File: src/design/cbrm_pkg.sv
package cbrm_pkg;

  typedef enum logic [2:0] {
    OP_TICK    = 3'd0,
    OP_COMMAND = 3'd1,
    OP_BUSOFF  = 3'd2,
    OP_TX_CONF = 3'd3,
    OP_SLEEP   = 3'd4
  } op_e;

  typedef enum logic [1:0] {
    CFG_FAST_TRY_TICKS  = 2'd0,
    CFG_FAST_TRY_LIMIT  = 2'd1,
    CFG_SLOW_TRY_TICKS  = 2'd2,
    CFG_SLOW_WAIT_TICKS = 2'd3
  } cfg_idx_e;

  typedef enum logic {
    MAIN_INACTIVE = 1'b0,
    MAIN_ACTIVE   = 1'b1
  } main_e;

  typedef enum logic [1:0] {
    SUB_INACTIVE_IDLE = 2'd0,
    SUB_ACTIVE_NORMAL = 2'd1,
    SUB_ACTIVE_BUSOFF = 2'd2
  } sub_e;

  typedef enum logic [1:0] {
    PH_NONE  = 2'd0,
    PH_QUICK = 2'd1,
    PH_SLOW  = 2'd2
  } phase_e;

  typedef enum logic [1:0] {
    SP_NONE = 2'd0,
    SP_TRY  = 2'd1,
    SP_WAIT = 2'd2
  } subph_e;

  // The pending command keeps the raw request, so the unused code is stored too.
  localparam logic [1:0] CMD_NONE        = 2'd0;
  localparam logic [1:0] CMD_GO_ACTIVE   = 2'd1;
  localparam logic [1:0] CMD_GO_INACTIVE = 2'd2;

  localparam logic [1:0] COM_UNSET     = 2'd0;
  localparam logic [1:0] COM_SEND_RECV = 2'd1;
  localparam logic [1:0] COM_RECV_ONLY = 2'd2;

  localparam logic [15:0] FAST_TRY_TICKS_RST  = 16'd10;
  localparam logic [15:0] FAST_TRY_LIMIT_RST  = 16'd5;
  localparam logic [15:0] SLOW_TRY_TICKS_RST  = 16'd200;
  localparam logic [15:0] SLOW_WAIT_TICKS_RST = 16'd20;

  typedef struct packed {
    logic [15:0] fast_try_ticks;
    logic [15:0] fast_try_limit;
    logic [15:0] slow_try_ticks;
    logic [15:0] slow_wait_ticks;
  } cfg_t;

  typedef struct packed {
    op_e        op;
    logic       channel;
    logic [1:0] command;
    logic [1:0] still_off_mask;
  } in_item_t;

  typedef struct packed {
    logic [1:0] recovery_start_mask;
    logic [1:0] reenable_mask;
    logic       fault_raised;
    logic       fault_cleared;
    logic       woke;
    logic       slept;
    logic       is_inactive;
    logic       is_busoff;
    logic [1:0] com_mode;
    logic       sleep_wanted;
  } out_item_t;

  // Per-channel controls from the mode logic.
  typedef struct packed {
    logic step;
    logic tick_run;
    logic start;
    logic clear;
    logic still_off;
  } chan_ctl_t;

  typedef struct packed {
    logic start;
    logic reen;
    logic fault;
    logic busy;
  } chan_sts_t;

endpackage

File: src/design/cbrm_in_if.sv
interface cbrm_in_if;
  logic       valid;
  logic       ready;
  logic [2:0] op;
  logic       channel;
  logic [1:0] command;
  logic [1:0] still_off_mask;

  modport source (output valid, output op, output channel, output command,
                  output still_off_mask, input ready);
  modport sink (input valid, input op, input channel, input command,
                input still_off_mask, output ready);
endinterface

File: src/design/cbrm_out_if.sv
interface cbrm_out_if;
  logic       valid;
  logic       ready;
  logic [1:0] recovery_start_mask;
  logic [1:0] reenable_mask;
  logic       fault_raised;
  logic       fault_cleared;
  logic       woke;
  logic       slept;
  logic       is_inactive;
  logic       is_busoff;
  logic [1:0] com_mode;
  logic       sleep_wanted;

  modport source (output valid, output recovery_start_mask, output reenable_mask,
                  output fault_raised, output fault_cleared, output woke,
                  output slept, output is_inactive, output is_busoff,
                  output com_mode, output sleep_wanted, input ready);
  modport sink (input valid, input recovery_start_mask, input reenable_mask,
                input fault_raised, input fault_cleared, input woke,
                input slept, input is_inactive, input is_busoff,
                input com_mode, input sleep_wanted, output ready);
endinterface

File: src/design/cbrm_cfg_if.sv
interface cbrm_cfg_if;
  logic        valid;
  logic        ready;
  logic [1:0]  index;
  logic [15:0] data;

  modport source (output valid, output index, output data, input ready);
  modport sink (input valid, input index, input data, output ready);
endinterface

File: src/design/cbrm_chan.sv
module cbrm_chan (
  input  logic                clk_i,
  input  logic                rst_ni,
  input  cbrm_pkg::chan_ctl_t ctl_i,
  input  cbrm_pkg::cfg_t      cfg_i,
  output cbrm_pkg::chan_sts_t sts_o
);
  import cbrm_pkg::*;

  phase_e      phase_q, phase_d;
  subph_e      subph_q, subph_d;
  logic [15:0] tick_q, tick_d;
  logic [15:0] try_q, try_d;
  logic [15:0] tick_inc;
  logic [15:0] try_inc;

  // Both counters saturate rather than wrap.
  assign tick_inc = (tick_q == 16'hFFFF) ? tick_q : tick_q + 16'd1;
  assign try_inc  = (try_q == 16'hFFFF) ? try_q : try_q + 16'd1;

  always_comb begin
    phase_d = phase_q;
    subph_d = subph_q;
    tick_d  = tick_q;
    try_d   = try_q;
    sts_o   = '0;
    if (ctl_i.clear) begin
      if (phase_q != PH_NONE) begin
        phase_d = PH_NONE;
        subph_d = SP_NONE;
        tick_d  = '0;
        try_d   = '0;
      end
    end else if (ctl_i.start) begin
      tick_d = '0;
      case (phase_q)
        PH_NONE: begin
          if (subph_q == SP_NONE) begin
            try_d   = '0;
            subph_d = SP_TRY;
            phase_d = PH_QUICK;
          end
        end
        PH_QUICK, PH_SLOW: begin
          if (subph_q == SP_NONE) begin
            subph_d = SP_TRY;
          end
        end
        default: ;
      endcase
    end else if (ctl_i.tick_run) begin
      case (phase_q)
        PH_QUICK: begin
          if (subph_q == SP_TRY) begin
            tick_d = tick_inc;
            if (tick_inc >= cfg_i.fast_try_ticks) begin
              tick_d      = '0;
              sts_o.start = 1'b1;
              try_d       = try_inc;
              if (try_inc >= cfg_i.fast_try_limit) begin
                try_d       = '0;
                phase_d     = PH_SLOW;
                sts_o.fault = 1'b1;
              end
            end
          end
        end
        PH_SLOW: begin
          case (subph_q)
            SP_TRY: begin
              tick_d = tick_inc;
              if (tick_inc >= cfg_i.slow_try_ticks) begin
                tick_d      = '0;
                sts_o.start = 1'b1;
                subph_d     = SP_WAIT;
              end
            end
            SP_WAIT: begin
              tick_d = tick_inc;
              // With the controller no longer off, simply start another wait.
              if (tick_inc >= cfg_i.slow_wait_ticks) begin
                tick_d = '0;
                if (ctl_i.still_off) begin
                  sts_o.reen = 1'b1;
                  subph_d    = SP_TRY;
                  try_d      = try_inc;
                end
              end
            end
            default: ;
          endcase
        end
        default: ;
      endcase
    end
    sts_o.busy = (phase_d != PH_NONE);
  end

  always_ff @(posedge clk_i or negedge rst_ni) begin
    if (!rst_ni) begin
      phase_q <= PH_NONE;
      subph_q <= SP_NONE;
      tick_q  <= '0;
      try_q   <= '0;
    end else if (ctl_i.step) begin
      phase_q <= phase_d;
      subph_q <= subph_d;
      tick_q  <= tick_d;
      try_q   <= try_d;
    end
  end

endmodule

File: src/design/can_busoff_recovery_manager_core.sv
// CAN bus-off recovery manager.
// Words arrive on in_i (tick, command request, bus-off indication, transmit
// confirmation, go to sleep) and every accepted word yields exactly one result
// word on out_o with the action pulses and the mode flags after that word.
// cfg_i writes the four timing registers by index; it is always ready. It must
// only be written while no word is in flight; the block does not enforce this.
// A word accepted on in_i is captured in the input register and is processed
// against the mode and recovery state once the output register is free or being
// taken, which loads its result into the output register. One word is taken
// per cycle while the receiver keeps taking results.
// When the receiver stalls, the result register holds its word and the input
// register still takes one more word; input ready falls only once both
// registers are full and the output is not being taken.
// Reset empties both registers, loads the default timing registers, sets the
// main mode active with the idle sub mode and clears all channel recovery.
module can_busoff_recovery_manager_core #(
  parameter int CHANNELS = 2
) (
  input  logic       clk_i,
  input  logic       rst_ni,
  cbrm_in_if.sink    in_i,
  cbrm_out_if.source out_o,
  cbrm_cfg_if.sink   cfg_i
);
  import cbrm_pkg::*;

  cfg_t      cfg_q;
  logic      in_valid_q;
  in_item_t  in_q;
  logic      out_valid_q;
  out_item_t out_q, out_d;
  logic      fire;

  main_e      main_q, main_d;
  sub_e       sub_q, sub_d;
  logic [1:0] pend_q, pend_d;
  logic       sleep_q, sleep_d;
  logic [1:0] com_q, com_d;

  logic      tick_run;
  logic      start_req;
  logic      clear_req;
  chan_ctl_t ctl [CHANNELS];
  chan_sts_t sts [CHANNELS];

  assign fire        = in_valid_q && (!out_valid_q || out_o.ready);
  assign in_i.ready  = !in_valid_q || fire;
  assign cfg_i.ready = 1'b1;

  always_ff @(posedge clk_i or negedge rst_ni) begin
    if (!rst_ni) begin
      cfg_q.fast_try_ticks  <= FAST_TRY_TICKS_RST;
      cfg_q.fast_try_limit  <= FAST_TRY_LIMIT_RST;
      cfg_q.slow_try_ticks  <= SLOW_TRY_TICKS_RST;
      cfg_q.slow_wait_ticks <= SLOW_WAIT_TICKS_RST;
    end else if (cfg_i.valid) begin
      case (cfg_idx_e'(cfg_i.index))
        CFG_FAST_TRY_TICKS:  cfg_q.fast_try_ticks  <= cfg_i.data;
        CFG_FAST_TRY_LIMIT:  cfg_q.fast_try_limit  <= cfg_i.data;
        CFG_SLOW_TRY_TICKS:  cfg_q.slow_try_ticks  <= cfg_i.data;
        CFG_SLOW_WAIT_TICKS: cfg_q.slow_wait_ticks <= cfg_i.data;
        default: ;
      endcase
    end
  end

  always_ff @(posedge clk_i or negedge rst_ni) begin
    if (!rst_ni) begin
      in_valid_q <= 1'b0;
    end else if (in_i.ready) begin
      in_valid_q <= in_i.valid;
    end
  end

  always_ff @(posedge clk_i) begin
    if (in_i.valid && in_i.ready) begin
      in_q.op             <= op_e'(in_i.op);
      in_q.channel        <= in_i.channel;
      in_q.command        <= in_i.command;
      in_q.still_off_mask <= in_i.still_off_mask;
    end
  end

  // Mode handling for the word in the input register.
  always_comb begin
    main_d    = main_q;
    sub_d     = sub_q;
    pend_d    = pend_q;
    sleep_d   = sleep_q;
    com_d     = com_q;
    tick_run  = 1'b0;
    start_req = 1'b0;
    clear_req = 1'b0;
    out_d     = '0;
    case (in_q.op)
      OP_TICK: begin
        if (main_q == MAIN_INACTIVE) begin
          if (pend_q == CMD_GO_ACTIVE) begin
            pend_d     = CMD_NONE;
            com_d      = COM_SEND_RECV;
            sleep_d    = 1'b0;
            main_d     = MAIN_ACTIVE;
            sub_d      = SUB_ACTIVE_NORMAL;
            out_d.woke = 1'b1;
          end
        end else begin
          if (pend_q == CMD_GO_ACTIVE) begin
            pend_d  = CMD_NONE;
            sleep_d = 1'b0;
          end
          if (sub_q == SUB_ACTIVE_BUSOFF) begin
            if (pend_q == CMD_GO_INACTIVE) begin
              pend_d  = CMD_NONE;
              sleep_d = 1'b1;
            end
            tick_run = 1'b1;
          end
        end
      end
      OP_COMMAND: begin
        pend_d = in_q.command;
      end
      OP_BUSOFF: begin
        // A second bus-off while already recovering is ignored.
        if (sub_q != SUB_ACTIVE_BUSOFF) begin
          main_d    = MAIN_ACTIVE;
          sub_d     = SUB_ACTIVE_BUSOFF;
          start_req = 1'b1;
        end
      end
      OP_TX_CONF: begin
        out_d.fault_cleared = 1'b1;
        if (sub_q == SUB_ACTIVE_BUSOFF) begin
          clear_req = 1'b1;
          main_d    = MAIN_ACTIVE;
          sub_d     = SUB_ACTIVE_NORMAL;
        end
      end
      OP_SLEEP: begin
        pend_d      = CMD_NONE;
        main_d      = MAIN_INACTIVE;
        sub_d       = SUB_INACTIVE_IDLE;
        sleep_d     = 1'b1;
        com_d       = COM_RECV_ONLY;
        out_d.slept = 1'b1;
      end
      default: ;
    endcase

    out_d.is_inactive  = (main_d == MAIN_INACTIVE);
    out_d.is_busoff    = (main_d != MAIN_ACTIVE) || (sub_d == SUB_ACTIVE_BUSOFF);
    out_d.com_mode     = com_d;
    out_d.sleep_wanted = sleep_d;
    for (int i = 0; i < CHANNELS; i++) begin
      out_d.recovery_start_mask[i] = sts[i].start;
      out_d.reenable_mask[i]       = sts[i].reen;
      if (sts[i].fault) begin
        out_d.fault_raised = 1'b1;
      end
      if (sts[i].busy) begin
        out_d.is_busoff = 1'b1;
      end
    end
  end

  for (genvar g = 0; g < CHANNELS; g++) begin : g_chan
    logic sel;

    assign sel = (in_q.channel == 1'(g));

    assign ctl[g].step      = fire;
    assign ctl[g].tick_run  = tick_run;
    assign ctl[g].start     = start_req && sel;
    assign ctl[g].clear     = clear_req && sel;
    assign ctl[g].still_off = in_q.still_off_mask[g];

    cbrm_chan u_chan (
      .clk_i  (clk_i),
      .rst_ni (rst_ni),
      .ctl_i  (ctl[g]),
      .cfg_i  (cfg_q),
      .sts_o  (sts[g])
    );
  end

  always_ff @(posedge clk_i or negedge rst_ni) begin
    if (!rst_ni) begin
      main_q      <= MAIN_ACTIVE;
      sub_q       <= SUB_INACTIVE_IDLE;
      pend_q      <= CMD_NONE;
      sleep_q     <= 1'b0;
      com_q       <= COM_UNSET;
      out_valid_q <= 1'b0;
    end else begin
      if (fire) begin
        main_q  <= main_d;
        sub_q   <= sub_d;
        pend_q  <= pend_d;
        sleep_q <= sleep_d;
        com_q   <= com_d;
      end
      if (!out_valid_q || out_o.ready) begin
        out_valid_q <= fire;
      end
    end
  end

  always_ff @(posedge clk_i) begin
    if (fire) begin
      out_q <= out_d;
    end
  end

  assign out_o.valid               = out_valid_q;
  assign out_o.recovery_start_mask = out_q.recovery_start_mask;
  assign out_o.reenable_mask       = out_q.reenable_mask;
  assign out_o.fault_raised        = out_q.fault_raised;
  assign out_o.fault_cleared       = out_q.fault_cleared;
  assign out_o.woke                = out_q.woke;
  assign out_o.slept               = out_q.slept;
  assign out_o.is_inactive         = out_q.is_inactive;
  assign out_o.is_busoff           = out_q.is_busoff;
  assign out_o.com_mode            = out_q.com_mode;
  assign out_o.sleep_wanted        = out_q.sleep_wanted;

  a_in_stall_only_when_full : assert property (
    @(posedge clk_i) disable iff (!rst_ni)
    !in_i.ready |-> in_valid_q && out_valid_q && !out_o.ready
  ) else $error("input stalled while the result register could move");

  a_start_reen_exclusive : assert property (
    @(posedge clk_i) disable iff (!rst_ni)
    out_valid_q |-> (out_q.recovery_start_mask & out_q.reenable_mask) == 2'b00
  ) else $error("recovery start and re-enable on the same channel");

  a_slept_status : assert property (
    @(posedge clk_i) disable iff (!rst_ni)
    fire && in_q.op == OP_SLEEP |=> out_q.slept && out_q.is_inactive &&
      out_q.com_mode == COM_RECV_ONLY && out_q.is_busoff
  ) else $error("sleep word did not report the sleeping state");

  a_woke_status : assert property (
    @(posedge clk_i) disable iff (!rst_ni)
    out_valid_q && out_q.woke |-> !out_q.is_inactive &&
      out_q.com_mode == COM_SEND_RECV && !out_q.sleep_wanted
  ) else $error("wake pulse without the active state");

endmodule

File: src/flat_wrapper.sv
// flat-port wrapper written by rule: the top's interface ports become plain ports
module can_busoff_recovery_manager_core_flat import cbrm_pkg::*;
#(
  parameter int CHANNELS = 2
)
  (clk_i, rst_ni, in_i_valid, in_i_op, in_i_channel, in_i_command, in_i_still_off_mask, in_i_ready, out_o_valid, out_o_recovery_start_mask, out_o_reenable_mask, out_o_fault_raised, out_o_fault_cleared, out_o_woke, out_o_slept, out_o_is_inactive, out_o_is_busoff, out_o_com_mode, out_o_sleep_wanted, out_o_ready, cfg_i_valid, cfg_i_index, cfg_i_data, cfg_i_ready);
  cbrm_in_if in_i_i ();
  cbrm_out_if out_o_i ();
  cbrm_cfg_if cfg_i_i ();
  input  logic clk_i;
  input  logic rst_ni;
  input wire logic [$bits(in_i_i.valid)-1:0] in_i_valid;
  input wire logic [$bits(in_i_i.op)-1:0] in_i_op;
  input wire logic [$bits(in_i_i.channel)-1:0] in_i_channel;
  input wire logic [$bits(in_i_i.command)-1:0] in_i_command;
  input wire logic [$bits(in_i_i.still_off_mask)-1:0] in_i_still_off_mask;
  output wire logic [$bits(in_i_i.ready)-1:0] in_i_ready;
  output wire logic [$bits(out_o_i.valid)-1:0] out_o_valid;
  output wire logic [$bits(out_o_i.recovery_start_mask)-1:0] out_o_recovery_start_mask;
  output wire logic [$bits(out_o_i.reenable_mask)-1:0] out_o_reenable_mask;
  output wire logic [$bits(out_o_i.fault_raised)-1:0] out_o_fault_raised;
  output wire logic [$bits(out_o_i.fault_cleared)-1:0] out_o_fault_cleared;
  output wire logic [$bits(out_o_i.woke)-1:0] out_o_woke;
  output wire logic [$bits(out_o_i.slept)-1:0] out_o_slept;
  output wire logic [$bits(out_o_i.is_inactive)-1:0] out_o_is_inactive;
  output wire logic [$bits(out_o_i.is_busoff)-1:0] out_o_is_busoff;
  output wire logic [$bits(out_o_i.com_mode)-1:0] out_o_com_mode;
  output wire logic [$bits(out_o_i.sleep_wanted)-1:0] out_o_sleep_wanted;
  input wire logic [$bits(out_o_i.ready)-1:0] out_o_ready;
  input wire logic [$bits(cfg_i_i.valid)-1:0] cfg_i_valid;
  input wire logic [$bits(cfg_i_i.index)-1:0] cfg_i_index;
  input wire logic [$bits(cfg_i_i.data)-1:0] cfg_i_data;
  output wire logic [$bits(cfg_i_i.ready)-1:0] cfg_i_ready;
  assign in_i_i.valid = in_i_valid;
  assign in_i_i.op = in_i_op;
  assign in_i_i.channel = in_i_channel;
  assign in_i_i.command = in_i_command;
  assign in_i_i.still_off_mask = in_i_still_off_mask;
  assign in_i_ready = in_i_i.ready;
  assign out_o_valid = out_o_i.valid;
  assign out_o_recovery_start_mask = out_o_i.recovery_start_mask;
  assign out_o_reenable_mask = out_o_i.reenable_mask;
  assign out_o_fault_raised = out_o_i.fault_raised;
  assign out_o_fault_cleared = out_o_i.fault_cleared;
  assign out_o_woke = out_o_i.woke;
  assign out_o_slept = out_o_i.slept;
  assign out_o_is_inactive = out_o_i.is_inactive;
  assign out_o_is_busoff = out_o_i.is_busoff;
  assign out_o_com_mode = out_o_i.com_mode;
  assign out_o_sleep_wanted = out_o_i.sleep_wanted;
  assign out_o_i.ready = out_o_ready;
  assign cfg_i_i.valid = cfg_i_valid;
  assign cfg_i_i.index = cfg_i_index;
  assign cfg_i_i.data = cfg_i_data;
  assign cfg_i_ready = cfg_i_i.ready;
  can_busoff_recovery_manager_core #(.CHANNELS(CHANNELS)) u_core (.clk_i(clk_i), .rst_ni(rst_ni), .in_i(in_i_i), .out_o(out_o_i), .cfg_i(cfg_i_i));
endmodule
File: config.mk
export PLATFORM = sky130hd
export DESIGN_NAME = can_busoff_recovery_manager_core_flat
export DESIGN_NICKNAME = d
export VERILOG_FILES = /design/src/design/cbrm_pkg.sv /design/src/design/cbrm_in_if.sv /design/src/design/cbrm_out_if.sv /design/src/design/cbrm_cfg_if.sv /design/src/design/cbrm_chan.sv /design/src/design/can_busoff_recovery_manager_core.sv /design/src/flat_wrapper.sv
export SDC_FILE = /design/constraint.sdc
export NUM_CORES = 1
export LEC_CHECK = 0
export ABC_AREA = 0
export BUFFER_PORTS_ARGS = -buffer_cell sky130_fd_sc_hd__buf_2
export CORE_MARGIN = 5
export CORE_UTILIZATION = 55
export DETAILED_ROUTE_END_ITERATION = 6
export PLACE_DENSITY = 0.75
export SYNTH_ARGS = -nofsm -noshare
export SYNTH_HDL_FRONTEND = slang
export SYNTH_SLANG_ARGS = --single-unit
File: constraint.sdc
create_clock -name clk_i -period 4.5 [get_ports clk_i]
set_clock_uncertainty 0.15 [all_clocks]
set_input_delay 0.225 -clock clk_i [delete_from_list [all_inputs] [get_ports clk_i]]
set_output_delay 0.225 -clock clk_i [all_outputs]
set_load 0.05 [all_outputs]
==> summary.md <==
| Metric | Value |
|---|---|
| Status | `finished, final reports clean` |
| Clk_lat worst skew | `0.44 ns` |
| Setup violators final | `0` |
| Nets@finish | `1565` |
| Psw | `0.001632 W` |
| Placed cells | `1613` |
| Place WS | `about 0.053 ns` |
| Global-route track usage on met1 | `35.76%` |
| FFs w/ async S/R, synth | `87.43%` |
| Fmax | `232.5 MHz` |
| EDFF count, synth | `21` |
| Share of power burned in registers | `40.5%` |
| Gp weighted congestion | `0.9417` |
| # diodes | `0` |
| VDD IR max | `0.2583 mV` |
| # rows | `53` |
| Vias in the first global route | `9270` |
| Sequential share of the synthesized area | `36.56%` |
| CP required | `~4.7 ns` |
| GR Layer Usage met3 | `3.828%` |
| Crit path DAT | `about 4.5 ns` |
| Initial antenna violation count | `0` |
| Multi-input logic area | `slightly above 7000 µm²` |
| Final Max Tran Viols | `0` |
| Syn_area_per_cell | `9.076 µm²` |
| Number of CTS-inserted buffers | `17` |
| DR vias | `9937` |
| Clock Tree Buf Depth | `2` |
| Vias per cell | `5.929` |
| Critical Path Slowest Stage Cell | `or4b_1` |
| Reg-to-reg slack, setup | `0.20 ns` |
| Post-Layout Inst Area | `13560 µm²` |
| Met2 Use GR | `38.74%` |
| Register area | `~4300 µm²` |
| Area growth from synthesis to layout | `15.40%` |
| Cell Pwr Density | `339.5 nW/µm²` |
| Least-Margin Pin Slew | `1.047 ns` |
| GRT Residual Overflow | `0` |
| H-tree depth | `4` |
| Crit Path Class | `reg2reg` |
| Syn nets | `1472` |
| HP Class | `in2async` |
| Pint | `0.002974 W` |
| Die X-Extent | `156.2 µm` |
| Area after DPL | `12440 µm²` |
| Clock power share | `33.2%` |
| Crit-path cells | `ha_1 > and2_1 > nand4_1 > or2_2 > nand2b_1 > nor2_1 > xor2_2 > ha_1 > nand2_1 > nor3_2 > or4b_1 > nand3_2 > nor2_1 > a211o_1 > buf_4 > nor4_1 > o22a_1` |
| Yosys cell types | `71` |
| CP Capture Type | `flop` |
| DRC errors left | `0` |
| Setup crit start kind | `flop` |
| Global-route wire length before repair | `between 40 and 50 mm` |
| DR iter-0 viols | `845` |
| #FFs+latches synth | `167` |
| Drt pass-1 iters | `6` |
| DP Wirelength | `22.12 mm` |
| Post-Syn Area | `11750 µm²` |
| IO buf count | `45` |
| CP Max Fanout | `10` |
| Sw Share | `a little over a third` |
| CTS tree | `done` |
| Clock transition at path regs | `0.07 ns` |
| Leakage | `~6.5 nW` |
| Relative slew slack | `29.98%` |
| Slowest Stage Delay on Critical Path | `roughly 0.52 ns` |
| Max Cap Viol | `0` |
| I/O pin count | `47` |
| Post-Layout Cell Count | `roughly 1700` |
| Top_reg_cell synth | `dfrtp_1` |
| Die height | `between 150 and 200 µm` |
| Layout cells sized above 1 | `15.49%` |
| Min cycle time layout | `between 4 and 5 ns` |
| ANT nets after route | `0` |
| Wirelength per Cell | `17.70 µm` |
| DRT Wirelength | `between 20 and 30 mm` |
| Core footprint | `21020 µm²` |
| Most Used Layer, Global Route | `met2` |
| Logic pwr share | `26.3%` |
| Final hold violations | `0` |
| Die Footprint | `roughly 24000 µm²` |
| Syn. warnings | `0` |
| Period utilization | `95.57%` |
| Filler cells | `1689` |
| Synth Instances | `1295` |
| Root buffer cell | `clkbuf_16` |
| Pin count of the biggest net entering global routing | `53` |
| Initial Utilization | `55.91%` |
| Worst setup slack after layout | `0.1992 ns` |
| Clk sinks | `between 150 and 200` |
| GRT Total Usage | `approximately 25%` |
-- routing by layer --
metal	part of all wire [%]	wire length [µm]
met1	48	14090
met2	46	13730
met4	1.8	522
met5	0	0
met3	4.4	1312
-- Yosys cell counts, drive strengths merged (6+ instances only) --
cell type	instances	area (µm²)
nand2	164	615.6
ha	146	1827
dfrtp	136	3403
inv	108	405.4
o21ai	101	505.5
a21oi	72	360.4
nand3	60	300.3
nor2	56	210.2
mux2	51	574.3
a21o	28	210.2
nand4	27	168.9
nand2b	25	156.4
xnor2	25	226.5
clkbuf	24	90.09
edfxtp	21	630.6
nor3	20	100.1
o31ai	19	142.6
and3	18	112.6
and2	17	106.4
xor2	12	105.1
buf	10	56.31
dfstp	10	262.8
or3	10	62.56
o211ai	9	72.57
o21a	8	60.06
a211oi	7	52.55
a22o	7	61.31
a31oi	7	43.79
mux2i	7	70.07
nor2b	7	43.79
nor4	7	58.81
a211o	6	52.55
and4	6	52.55
-- area by class of cell --
class,count,area share [%]
Inverter,108,2.989
Tap cell,275,2.537
Clock inverter,15,1.467
Clock buffer,17,3.136
Sequential cell,167,31.69
Multi-Input combinational cell,986,52.41
Timing Repair Buffer,108,5.765
-- state kept, by name, indices dropped and copies added (netlist names), 2 cells and up --
name                              flops
u_core.com_q                          2
u_core.out_o.reenable_mask            2
u_core.sub_q                          2
u_core.cfg_q                         64
u_core.g_chan.u_chan.try_q           32
u_core.in_q                           5
u_core.ctl                            2
u_core.g_chan.u_chan.subph_q          4
u_core.pend_q                         2
u_core.g_chan.u_chan.tick_q          32
u_core.out_o.recovery_start_mask      2
u_core.g_chan.u_chan.phase_q          4
u_core.out_o.com_mode                 2
-- timing repair --
| action | in CTS | in global routing |
|---|---|---|
| setup endpoints to repair | 0 | 55 |
| hold buffers | 27 | 1 |
| setup buffers | 0 | 2 |
| endpoints found under the hold margin | 120 | 1 |
| resized for setup | 0 | 39 |
-- stage by stage --
stage                     utilization, %  total power, W  hold WS (ns)  setup TNS (ns)
final                              64.53        0.004605        0.1509               0
after global routing               64.53        0.004872        0.2000     -0.00005285
after CTS                          63.44        0.004588      0.006699               0
after detailed placement           59.18        0.003041       0.04989               0
after global placement             59.18        0.002988       0.05042               0
after floorplan                        -        0.002654       -0.2206               0
-- cells in the final DEF (no fill, tap or decap), drive strengths merged, types with 28 or more instances in the layout --
cell / count
inv: 116
o21ai: 101
dlygate4sd3: 28
mux2: 51
dfrtp: 136
nor2: 56
ha: 146
buf: 80
nand3: 60
a21oi: 72
nand2: 164
a21o: 28
-- power groups by stage --
stage	registers, W	logic (W)	clock network [W]
floorplan	0.00188	0.000771	0
global placement	0.00188	0.00111	0
finish	0.00187	0.00121	0.00153
global route	0.00189	0.00136	0.00162
detailed placement	0.00188	0.00116	0
CTS	0.00186	0.00118	0.00155
-- worst max-delay path, delay by kind of cell (launching register included) --
family                   cells  cell delay, ns
AO/OA/AOI/OAI                2            0.54
XOR/XNOR                     1            0.19
adder cells (fa/ha/maj)      2            0.56
buffers and inverters        1            0.18
flip-flops                   1            0.44
AND/OR/NAND/NOR             11            2.17
-- final timing paths --
kind,startpoint,end,depth (start not counted)
min in group clk_i,cfg_i_index[1],u_core.cfg_q[51]$_DFFE_PN1P_,5
max,u_core.g_chan[1].u_chan.tick_q[0]$_DFFE_PN0P_,u_core.g_chan[1].u_chan.try_q[13]$_DFFE_PN0P_,17
min,rst_ni,u_core.cfg_q[33]$_DFFE_PN0P_,2
min reg2reg,u_core.com_q[1]$_DFFE_PN0P_,u_core.com_q[1]$_DFFE_PN0P_,2
max in group asynchronous,rst_ni,u_core.g_chan[1].u_chan.subph_q[1]$_DFFE_PN0P_,3
max reg2reg,u_core.g_chan[1].u_chan.tick_q[0]$_DFFE_PN0P_,u_core.g_chan[1].u_chan.try_q[13]$_DFFE_PN0P_,17
-- cell families after synthesis --
kind of cell / after synthesis / share of synthesized area (%)
and+or+nand+nor: 438 / 18.25
xor gates and xnor gates: 37 / 2.821
DFF: 167 / 36.56
buffers and inverters: 142 / 4.695
other: 1 / 0.03190
AOI/OAI and AO/OA: 306 / 16.63
muxes: 58 / 5.482
adders and majority gates: 146 / 15.54
No activity file was read; power rests on OpenSTA's default activity.
